--- config.mk ---
export PLATFORM = sky130hd
export DESIGN_NAME = capability_string_escape_decoder
export DESIGN_NICKNAME = d
export VERILOG_FILES = /design/src/hw/rtl/csed_pkg.sv /design/src/hw/rtl/csed_decode.sv /design/src/hw/rtl/csed_out_fifo.sv /design/src/hw/rtl/capability_string_escape_decoder.sv
export SDC_FILE = /design/constraint.sdc
export NUM_CORES = 1
export LEC_CHECK = 0
export ABC_AREA = 0
export BUFFER_PORTS_ARGS = -buffer_cell sky130_fd_sc_hd__buf_2
export CAP_MARGIN = 20
export CORE_UTILIZATION = 62
export DETAILED_ROUTE_END_ITERATION = 10
export GPL_ROUTABILITY_DRIVEN = 0
export PLACE_DENSITY = 0.79
export SETUP_SLACK_MARGIN = 0.2
export SLEW_MARGIN = 10
export SYNTH_ARGS = -nofsm -noshare
export SYNTH_HDL_FRONTEND = slang
export SYNTH_SLANG_ARGS = --single-unit
--- constraint.sdc ---
create_clock -name clk_i -period 3.7 [get_ports clk_i]
set_input_delay 0.74 -clock clk_i [delete_from_list [all_inputs] [get_ports clk_i]]
set_output_delay 0.74 -clock clk_i [all_outputs]
set_load 0.1 [all_outputs]
--- src/hw/rtl/csed_pkg.sv ---
`default_nettype none

package csed_pkg;

  // decoder phase
  typedef enum logic [2:0] {
    PhIdle,
    PhDigits,
    PhBody,
    PhCaret,
    PhBsl,
    PhOct1,
    PhOct2
  } phase_e;

  // per-string decode state
  typedef struct packed {
    phase_e     phase;
    logic [6:0] delay_count;
    logic [7:0] octal_value;
  } state_t;

  // one decoded result
  typedef struct packed {
    logic [7:0] out_byte;
    logic [6:0] pad_count;
    logic       end_of_string;
    logic       last_of_item;
  } result_t;

  // character codes
  localparam logic [7:0] ChNul       = 8'h00;
  localparam logic [7:0] ChZero      = 8'h30;
  localparam logic [7:0] ChNine      = 8'h39;
  localparam logic [7:0] ChColon     = 8'h3A;
  localparam logic [7:0] ChCaret     = 8'h5E;
  localparam logic [7:0] ChBackslash = 8'h5C;
  localparam logic [7:0] ChUpperE    = 8'h45;
  localparam logic [7:0] ChLowerN    = 8'h6E;
  localparam logic [7:0] ChLowerR    = 8'h72;
  localparam logic [7:0] ChLowerT    = 8'h74;
  localparam logic [7:0] ChLowerB    = 8'h62;
  localparam logic [7:0] ChLowerF    = 8'h66;

  // control byte values
  localparam logic [7:0] CtlEsc = 8'h1B;
  localparam logic [7:0] CtlLf  = 8'h0A;
  localparam logic [7:0] CtlCr  = 8'h0D;
  localparam logic [7:0] CtlTab = 8'h09;
  localparam logic [7:0] CtlBs  = 8'h08;
  localparam logic [7:0] CtlFf  = 8'h0C;

  localparam logic [7:0] CaretMask = 8'h1F;
  localparam logic [6:0] DelayMax  = 7'd127;

  // result queue geometry
  localparam int unsigned FifoDepth = 4;
  localparam int unsigned FifoPtrW  = 2;
  localparam int unsigned FifoCntW  = 3;

  // backslash escape map; characters without an entry stand for themselves
  function automatic logic [7:0] esc_map(input logic [7:0] c);
    logic [7:0] r;
    unique case (c)
      ChUpperE: r = CtlEsc;
      ChLowerN: r = CtlLf;
      ChLowerR: r = CtlCr;
      ChLowerT: r = CtlTab;
      ChLowerB: r = CtlBs;
      ChLowerF: r = CtlFf;
      default:  r = c;
    endcase
    return r;
  endfunction

endpackage

`default_nettype wire

--- src/hw/rtl/csed_decode.sv ---
`default_nettype none

module csed_decode (
  input  csed_pkg::state_t  state_i,
  input  logic [7:0]        ch_i,
  input  logic              start_i,
  input  logic [6:0]        pad_limit_i,
  output csed_pkg::state_t  state_o,
  output logic [1:0]        n_res_o,
  output csed_pkg::result_t res0_o,
  output csed_pkg::result_t res1_o
);

  csed_pkg::state_t  eff;
  csed_pkg::result_t term_res;
  csed_pkg::result_t body_res;
  csed_pkg::phase_e  body_phase;
  logic              body_emit;
  logic              body_term;
  logic              is_digit;
  logic [7:0]        ch_off;
  logic [10:0]       delay_sum;
  logic [7:0]        oct_shift;
  logic [1:0]        n_res;

  // a start mark opens a new string
  always_comb begin
    if (start_i) begin
      eff.phase       = csed_pkg::PhDigits;
      eff.delay_count = '0;
      eff.octal_value = '0;
    end else begin
      eff = state_i;
    end
  end

  assign is_digit  = (ch_i >= csed_pkg::ChZero) && (ch_i <= csed_pkg::ChNine);
  assign ch_off    = ch_i - csed_pkg::ChZero;
  assign delay_sum = {4'b0, eff.delay_count} * 11'd10 + {7'b0, ch_off[3:0]};
  assign oct_shift = {eff.octal_value[4:0], 3'b000};

  // terminator result with clamped padding
  always_comb begin
    term_res.out_byte      = '0;
    term_res.pad_count     = (eff.delay_count < pad_limit_i) ? eff.delay_count : pad_limit_i;
    term_res.end_of_string = 1'b1;
    term_res.last_of_item  = 1'b0;
  end

  // plain body character handling
  always_comb begin
    body_term  = (ch_i == csed_pkg::ChNul) || (ch_i == csed_pkg::ChColon);
    body_emit  = 1'b0;
    body_phase = csed_pkg::PhBody;
    body_res   = term_res;
    if (body_term) begin
      body_emit  = 1'b1;
      body_phase = csed_pkg::PhIdle;
    end else if (ch_i == csed_pkg::ChCaret) begin
      body_phase = csed_pkg::PhCaret;
    end else if (ch_i == csed_pkg::ChBackslash) begin
      body_phase = csed_pkg::PhBsl;
    end else begin
      body_emit              = 1'b1;
      body_res.out_byte      = ch_i;
      body_res.pad_count     = '0;
      body_res.end_of_string = 1'b0;
    end
  end

  // phase transitions and results
  always_comb begin
    state_o = eff;
    n_res   = 2'd0;
    res0_o  = term_res;
    res1_o  = term_res;
    unique case (eff.phase)
      csed_pkg::PhIdle: begin
        state_o.phase = csed_pkg::PhIdle;
      end
      csed_pkg::PhDigits: begin
        if (is_digit) begin
          state_o.delay_count = (delay_sum > 11'd127) ? csed_pkg::DelayMax : delay_sum[6:0];
        end else begin
          state_o.phase = body_phase;
          res0_o        = body_res;
          n_res         = body_emit ? 2'd1 : 2'd0;
          if (body_term) begin
            state_o.delay_count = '0;
            state_o.octal_value = '0;
          end
        end
      end
      csed_pkg::PhBody: begin
        state_o.phase = body_phase;
        res0_o        = body_res;
        n_res         = body_emit ? 2'd1 : 2'd0;
        if (body_term) begin
          state_o.delay_count = '0;
          state_o.octal_value = '0;
        end
      end
      csed_pkg::PhCaret: begin
        n_res = 2'd1;
        if (ch_i == csed_pkg::ChNul) begin
          state_o.phase       = csed_pkg::PhIdle;
          state_o.delay_count = '0;
          state_o.octal_value = '0;
        end else begin
          state_o.phase          = csed_pkg::PhBody;
          res0_o.out_byte        = ch_i & csed_pkg::CaretMask;
          res0_o.pad_count       = '0;
          res0_o.end_of_string   = 1'b0;
        end
      end
      csed_pkg::PhBsl: begin
        if (ch_i == csed_pkg::ChNul) begin
          n_res               = 2'd1;
          state_o.phase       = csed_pkg::PhIdle;
          state_o.delay_count = '0;
          state_o.octal_value = '0;
        end else if (is_digit) begin
          state_o.phase       = csed_pkg::PhOct1;
          state_o.octal_value = ch_off;
        end else begin
          n_res                = 2'd1;
          state_o.phase        = csed_pkg::PhBody;
          res0_o.out_byte      = csed_pkg::esc_map(ch_i);
          res0_o.pad_count     = '0;
          res0_o.end_of_string = 1'b0;
        end
      end
      csed_pkg::PhOct1: begin
        if (ch_i == csed_pkg::ChNul) begin
          n_res               = 2'd1;
          state_o.phase       = csed_pkg::PhIdle;
          state_o.delay_count = '0;
          state_o.octal_value = '0;
        end else begin
          state_o.phase       = csed_pkg::PhOct2;
          state_o.octal_value = oct_shift | ch_off;
        end
      end
      csed_pkg::PhOct2: begin
        n_res                = 2'd1;
        res0_o.pad_count     = '0;
        res0_o.end_of_string = 1'b0;
        if (is_digit) begin
          state_o.phase       = csed_pkg::PhBody;
          state_o.octal_value = oct_shift | ch_off;
          res0_o.out_byte     = oct_shift | ch_off;
        end else begin
          // octal byte first, then the character decoded as body text
          res0_o.out_byte = eff.octal_value;
          state_o.phase   = body_phase;
          res1_o          = body_res;
          n_res           = body_emit ? 2'd2 : 2'd1;
          if (body_term) begin
            state_o.delay_count = '0;
            state_o.octal_value = '0;
          end
        end
      end
      default: begin
        state_o.phase = csed_pkg::PhIdle;
      end
    endcase
    res0_o.last_of_item = (n_res == 2'd1);
    res1_o.last_of_item = 1'b1;
  end

  assign n_res_o = n_res;

endmodule

`default_nettype wire

--- src/hw/rtl/csed_out_fifo.sv ---
`default_nettype none

module csed_out_fifo (
  input  logic              clk_i,
  input  logic              rst_ni,
  input  logic [1:0]        push_cnt_i,
  input  csed_pkg::result_t push0_i,
  input  csed_pkg::result_t push1_i,
  input  logic              pop_i,
  output csed_pkg::result_t head_o,
  output logic              valid_o,
  output logic              room_o
);

  csed_pkg::result_t                     mem_q [csed_pkg::FifoDepth];
  logic [csed_pkg::FifoPtrW-1:0]         wr_ptr_q, wr_ptr_d;
  logic [csed_pkg::FifoPtrW-1:0]         rd_ptr_q, rd_ptr_d;
  logic [csed_pkg::FifoCntW-1:0]         count_q, count_d;
  logic [csed_pkg::FifoPtrW-1:0]         wr_ptr_nx;
  logic                                  do_pop;

  assign valid_o   = (count_q != '0);
  assign room_o    = (count_q <= csed_pkg::FifoCntW'(csed_pkg::FifoDepth - 2));
  assign head_o    = mem_q[rd_ptr_q];
  assign do_pop    = pop_i && valid_o;
  assign wr_ptr_nx = wr_ptr_q + 1'b1;

  // pointer and occupancy update
  always_comb begin
    wr_ptr_d = wr_ptr_q + push_cnt_i;
    rd_ptr_d = rd_ptr_q + {{(csed_pkg::FifoPtrW-1){1'b0}}, do_pop};
    count_d  = count_q + {{(csed_pkg::FifoCntW-2){1'b0}}, push_cnt_i}
             - {{(csed_pkg::FifoCntW-1){1'b0}}, do_pop};
  end

  always_ff @(posedge clk_i or negedge rst_ni) begin
    if (!rst_ni) begin
      wr_ptr_q <= '0;
      rd_ptr_q <= '0;
      count_q  <= '0;
    end else begin
      wr_ptr_q <= wr_ptr_d;
      rd_ptr_q <= rd_ptr_d;
      count_q  <= count_d;
    end
  end

  // up to two writes per cycle
  always_ff @(posedge clk_i) begin
    if (push_cnt_i != 2'd0) begin
      mem_q[wr_ptr_q] <= push0_i;
    end
    if (push_cnt_i == 2'd2) begin
      mem_q[wr_ptr_nx] <= push1_i;
    end
  end

endmodule

`default_nettype wire

--- src/hw/rtl/capability_string_escape_decoder.sv ---
`default_nettype none

// Decodes terminal capability string text, one character per input transfer
// (tuser marks the first character of a string), into the bytes it stands
// for: leading delay digits, ^X controls, backslash escapes and octal values,
// with a terminator result (tlast) that carries the clamped padding count.
// An accepted character passes through one input register, is decoded
// combinationally and its zero, one or two results are written to a
// four-entry result queue; the block takes a new character every cycle
// while the queue has room for two results. Results leave at one per
// cycle while the receiver is ready; the first result is offered on the
// output once its character has left the input register and been written
// to the result queue.

module capability_string_escape_decoder (
  input  logic        clk_i,
  input  logic        rst_ni,
  input  logic        pad_limit_we_i,
  input  logic [6:0]  pad_limit_i,
  input  logic        s_axis_tvalid,
  output logic        s_axis_tready,
  input  logic [7:0]  s_axis_tdata,   // [7:0] ch
  input  logic        s_axis_tuser,   // [0] start_req
  output logic        m_axis_tvalid,
  input  logic        m_axis_tready,
  output logic [15:0] m_axis_tdata,   // [7:0] out_byte, [14:8] pad_count, [15] zero
  output logic        m_axis_tlast,   // end_of_string
  output logic        m_axis_tuser    // [0] last_of_item
);

  logic [6:0]        pad_limit_q;
  logic              in_valid_q, in_valid_d;
  logic [7:0]        ch_q;
  logic              start_q;
  csed_pkg::state_t  state_q, state_d, dec_state;
  logic [1:0]        dec_n_res;
  csed_pkg::result_t dec_res0, dec_res1, head;
  logic              fifo_valid, fifo_room;
  logic              advance, s_xfer;

  // configuration register
  always_ff @(posedge clk_i or negedge rst_ni) begin
    if (!rst_ni) begin
      pad_limit_q <= 7'd100;
    end else if (pad_limit_we_i) begin
      pad_limit_q <= pad_limit_i;
    end
  end

  // input register handshake
  assign advance       = in_valid_q && fifo_room;
  assign s_axis_tready = !in_valid_q || advance;
  assign s_xfer        = s_axis_tvalid && s_axis_tready;

  always_comb begin
    in_valid_d = in_valid_q;
    if (s_xfer) begin
      in_valid_d = 1'b1;
    end else if (advance) begin
      in_valid_d = 1'b0;
    end
  end

  always_ff @(posedge clk_i or negedge rst_ni) begin
    if (!rst_ni) begin
      in_valid_q <= 1'b0;
    end else begin
      in_valid_q <= in_valid_d;
    end
  end

  always_ff @(posedge clk_i) begin
    if (s_xfer) begin
      ch_q    <= s_axis_tdata;
      start_q <= s_axis_tuser;
    end
  end

  // decode state
  assign state_d = advance ? dec_state : state_q;

  always_ff @(posedge clk_i or negedge rst_ni) begin
    if (!rst_ni) begin
      state_q.phase       <= csed_pkg::PhIdle;
      state_q.delay_count <= '0;
      state_q.octal_value <= '0;
    end else begin
      state_q <= state_d;
    end
  end

  csed_decode u_decode (
    .state_i     (state_q),
    .ch_i        (ch_q),
    .start_i     (start_q),
    .pad_limit_i (pad_limit_q),
    .state_o     (dec_state),
    .n_res_o     (dec_n_res),
    .res0_o      (dec_res0),
    .res1_o      (dec_res1)
  );

  csed_out_fifo u_out_fifo (
    .clk_i      (clk_i),
    .rst_ni     (rst_ni),
    .push_cnt_i (advance ? dec_n_res : 2'd0),
    .push0_i    (dec_res0),
    .push1_i    (dec_res1),
    .pop_i      (m_axis_tready),
    .head_o     (head),
    .valid_o    (fifo_valid),
    .room_o     (fifo_room)
  );

  // output transfer
  assign m_axis_tvalid = fifo_valid;
  assign m_axis_tdata  = {1'b0, head.pad_count, head.out_byte};
  assign m_axis_tlast  = head.end_of_string;
  assign m_axis_tuser  = head.last_of_item;

  // checks
  a_term_to_idle: assert property (@(posedge clk_i) disable iff (!rst_ni)
    (advance && (dec_n_res != 2'd0) &&
     ((dec_n_res == 2'd1) ? dec_res0.end_of_string : dec_res1.end_of_string))
    |=> (state_q.phase == csed_pkg::PhIdle))
    else $error("terminator did not return decoder to idle");

  a_idle_clear: assert property (@(posedge clk_i) disable iff (!rst_ni)
    (state_q.phase == csed_pkg::PhIdle)
    |-> (state_q.delay_count == '0) && (state_q.octal_value == '0))
    else $error("idle decoder holds stale string state");

  a_term_byte: assert property (@(posedge clk_i) disable iff (!rst_ni)
    (m_axis_tvalid && m_axis_tlast) |-> (m_axis_tdata[7:0] == 8'h00))
    else $error("terminator result carries a nonzero byte");

  a_pad_only_at_end: assert property (@(posedge clk_i) disable iff (!rst_ni)
    (m_axis_tvalid && !m_axis_tlast) |-> (m_axis_tdata[14:8] == 7'd0))
    else $error("padding count on a data result");

endmodule

`default_nettype wire

==> qor.txt <==
Status - complete, no violations
Wire per inst - 20.4 um
Std cell rows - 37
WP buf/inv - 3
Full die area - 11400 um^2
Tot GR Track Use - 31.3%
Crit path from - ch_q[1]
CP startpoint kind - register
Main synth FF type - edfxtp_1
Worst Path Max Fanout - 9
Synthesis-to-finish area growth - 8.34%
Finish-stage setup viols - 0
Final non-filler cell total - 831
Hold Buf Count CTS - 0
RSZ-0062 raised after global routing - no
Synthesized area - 6810 um^2
Via density - 6.76
Fmax - 0.306 GHz
Net count, final - 733
Critical path's slowest cell - edfxtp_1
Mean area per synthesized cell - 10.5 um^2
Core Area - 10500 um^2
Filler instances - 778
Num CTS Buffers - 9
H-tree depth - 3
Post-DRT Antenna Nets - 0
Io pins - 41
HPWL after DPL - 12300 um
Starting density of the core - 65.1%
Static leakage - 0.00274 uW
Horiz. Die Dim - 107 um
Mapped Nets - 693
Crit Reg-Reg Startpoint - ch_q[1]
Ratio of cells with drive above 1 in the final layout - 20.7%
Vias - 5621
Worst endpoint required time - 3.97 ns
Dpl cells - 809
Diode count - 0
Mapped Cells - 651
Async SR Flop Fraction - 30.0%
Sequential Area - 3100 um^2
CTS sink cnt - 110
Die H - 107 um
Reg2reg setup slack - 0.43 ns
Worst-path clk slew - 0.11 ns
Drt total wl - 17000 um
Reg2reg end - u_out_fifo.count_q[2]
Clk root buf - clkbuf_8
Final Util - 70.5%
Design Power - 5290 uW
CTS tree - built
PortBufs - 39
Fin crit period - 3.27 ns
Largest stage delay on the critical path - 0.58 ns
Tightest Pin Transition - 0.877 ns
Antenna violations before repair - 0
Tcrit/Tclk final - 88.4%
Delay-heaviest family, CP - compound AO/OA/AOI/OAI gates
CTS Buffer Depth - 2
# Max-Cap Violations - 0
First-pass GRT wire length - 27600 um
Seq/Total Area, Yosys - 45.6%
Cell area power density - 717 nW/um^2
Pre-antenna DRT Iters - 6
CP cell instances - buf_4, o21ai_1, a21oi_1, o21a_1, nor4_1, nand2b_1, ha_1, inv_1, ha_1, inv_1, fa_1, xor2_1, xnor2_1
Largest net degree at the start of global routing - 34
Hold Crit Class - in2async
Crit Path Class - reg2reg
Worst skew pair latency - 0.38 ns
Setup crit end kind - register
Remaining DRCs - 0
Vias in the first global route - 5443
Worst vdd ir - 0.000646 V
Headroom to the max-slew limit - 41.5%
Count of pins over their slew limit - 0
Clock Skews - 0.0116 ns
Seq cells post-synth - 110
Post-synthesis cell type count - 95
CP arrival - 3.54 ns
Yosys warns - 0
Multi-input logic area - 3460 um^2
Post-Route Setup TNS - 0 ns
Initial drt markers - 569
Reg2Reg Depth - 13
Final Hold Vio Count - 0
Post-synth EDFFs - 73
Grt total ovfl - 0
-- worst max-delay path by stage --
stage | endpoint | slack, ns | cells past startpoint
2_1_floorplan | state_q[13] | 0.49 | 12
3_3_place_gp | u_out_fifo.count_q[2] | 0.50 | 14
3_5_place_dp | u_out_fifo.count_q[2] | 0.40 | 13
4_1_cts | u_out_fifo.count_q[2] | 0.37 | 13
5_1_grt | u_out_fifo.count_q[2] | 0.24 | 13
6_report | u_out_fifo.count_q[2] | 0.43 | 13
-- cell usage after synthesis (all sizes together), types with 6 or more instances --
cell    count  area [um^2]
nor2b      15         93.8
nand4       7         43.8
o22ai      21          145
and2       11         68.8
nor3       10         55.1
a32o        9         90.1
nand3      14         80.1
dfrtp      30          751
xor2        8         70.1
nand2      66          265
or3         8         50.1
inv        23         86.3
a31oi       6         65.1
nor2       65          256
xnor2      10         87.6
clkbuf     21         78.8
a21oi      32          164
o21ai      52          268
mux2i       7         70.1
ha         19          238
buf        15         93.8
edfxtp     73         2190
mux4       17          383
nand2b     12         75.1
-- stage by stage --
step | hold WS, ns | setup slack (ns) | instance area, um^2
after floorplan | 0.444 | 0.490 | 6810
after global placement | 0.479 | 0.505 | 7140
final | 0.414 | 0.428 | 7380
after global routing | 0.480 | 0.235 | 7380
after detailed placement | 0.485 | 0.400 | 7140
after CTS | 0.440 | 0.366 | 7310
-- area by class of cell --
cell class | count | area share (%)
clock inverters | 5 | 0.594
repair buffers | 65 | 5.29
flip-flops and latches | 110 | 42.1
clock buffers | 10 | 1.73
well taps | 136 | 2.31
multi-input cells | 482 | 46.9
inverters | 23 | 1.17
-- cells by family (layout without fill, tap and decap cells) --
kind of cell | after synthesis | after routing | share of synthesized area [%]
other cells | 1 | 1 | 0.0551
xor+xnor | 18 | 18 | 2.32
simple gates | 233 | 233 | 17.8
fa+ha+maj | 23 | 23 | 4.37
flops | 110 | 110 | 45.6
buf+inv | 59 | 103 | 3.80
compound gates | 178 | 178 | 18.6
mux | 29 | 29 | 7.48
-- metal layers --
metal	up-vias	track usage [%]	wire (um)	share of wire, %
li1	2537	-	-	-
met1	2656	41.2	6670	39
met2	374	50.3	8020	47
met3	54	6.75	1760	10
met4	0	13.6	504	3.0
met5	-	0	0	0
-- state kept, by name (all words and copies together) (netlist names) --
signal / flops
u_out_fifo.mem_q: 68
u_out_fifo.wr_ptr_q: 2
u_out_fifo.rd_ptr_q: 2
start_q: 1
ch_q: 8
pad_limit_q: 7
in_valid_q: 1
state_q: 18
u_out_fifo.count_q: 3
-- worst reg2reg max path: stages, from the launching register on --
cell,delay (ns)
edfxtp_1,0.58
buf_4,0.26
o21ai_1,0.39
a21oi_1,0.23
o21a_1,0.24
nor4_1,0.21
nand2b_1,0.16
ha_1,0.23
inv_1,0.05
ha_1,0.12
inv_1,0.05
fa_1,0.37
xor2_1,0.16
xnor2_1,0.12
-- repair_timing --
action / in CTS / in global routing
resized for setup: 0 / 2
setup buffers: 0 / 7
endpoints found under the hold margin: 0 / 0
setup endpoints to repair: 0 / 9
-- cells in the final DEF, fill, tap and decap left out, drive strengths merged, types with 17 or more instances in the layout --
master / netlist / final
edfxtp: 73 / 73
nand2: 66 / 66
nor2: 65 / 65
buf: 15 / 65
o21ai: 52 / 52
a21oi: 32 / 32
dfrtp: 30 / 30
inv: 23 / 25
o22ai: 21 / 21
ha: 19 / 19
mux4: 17 / 17
-- where the power goes --
part | total [uW] | internal [uW] | switching (uW)
Clock | 668 | 250 | 417
Sequential | 1790 | 1540 | 253
Combinational | 2830 | 788 | 2040
Total | 5290 | 2580 | 2710
Note: power is estimated with default switching activity, not from simulation.
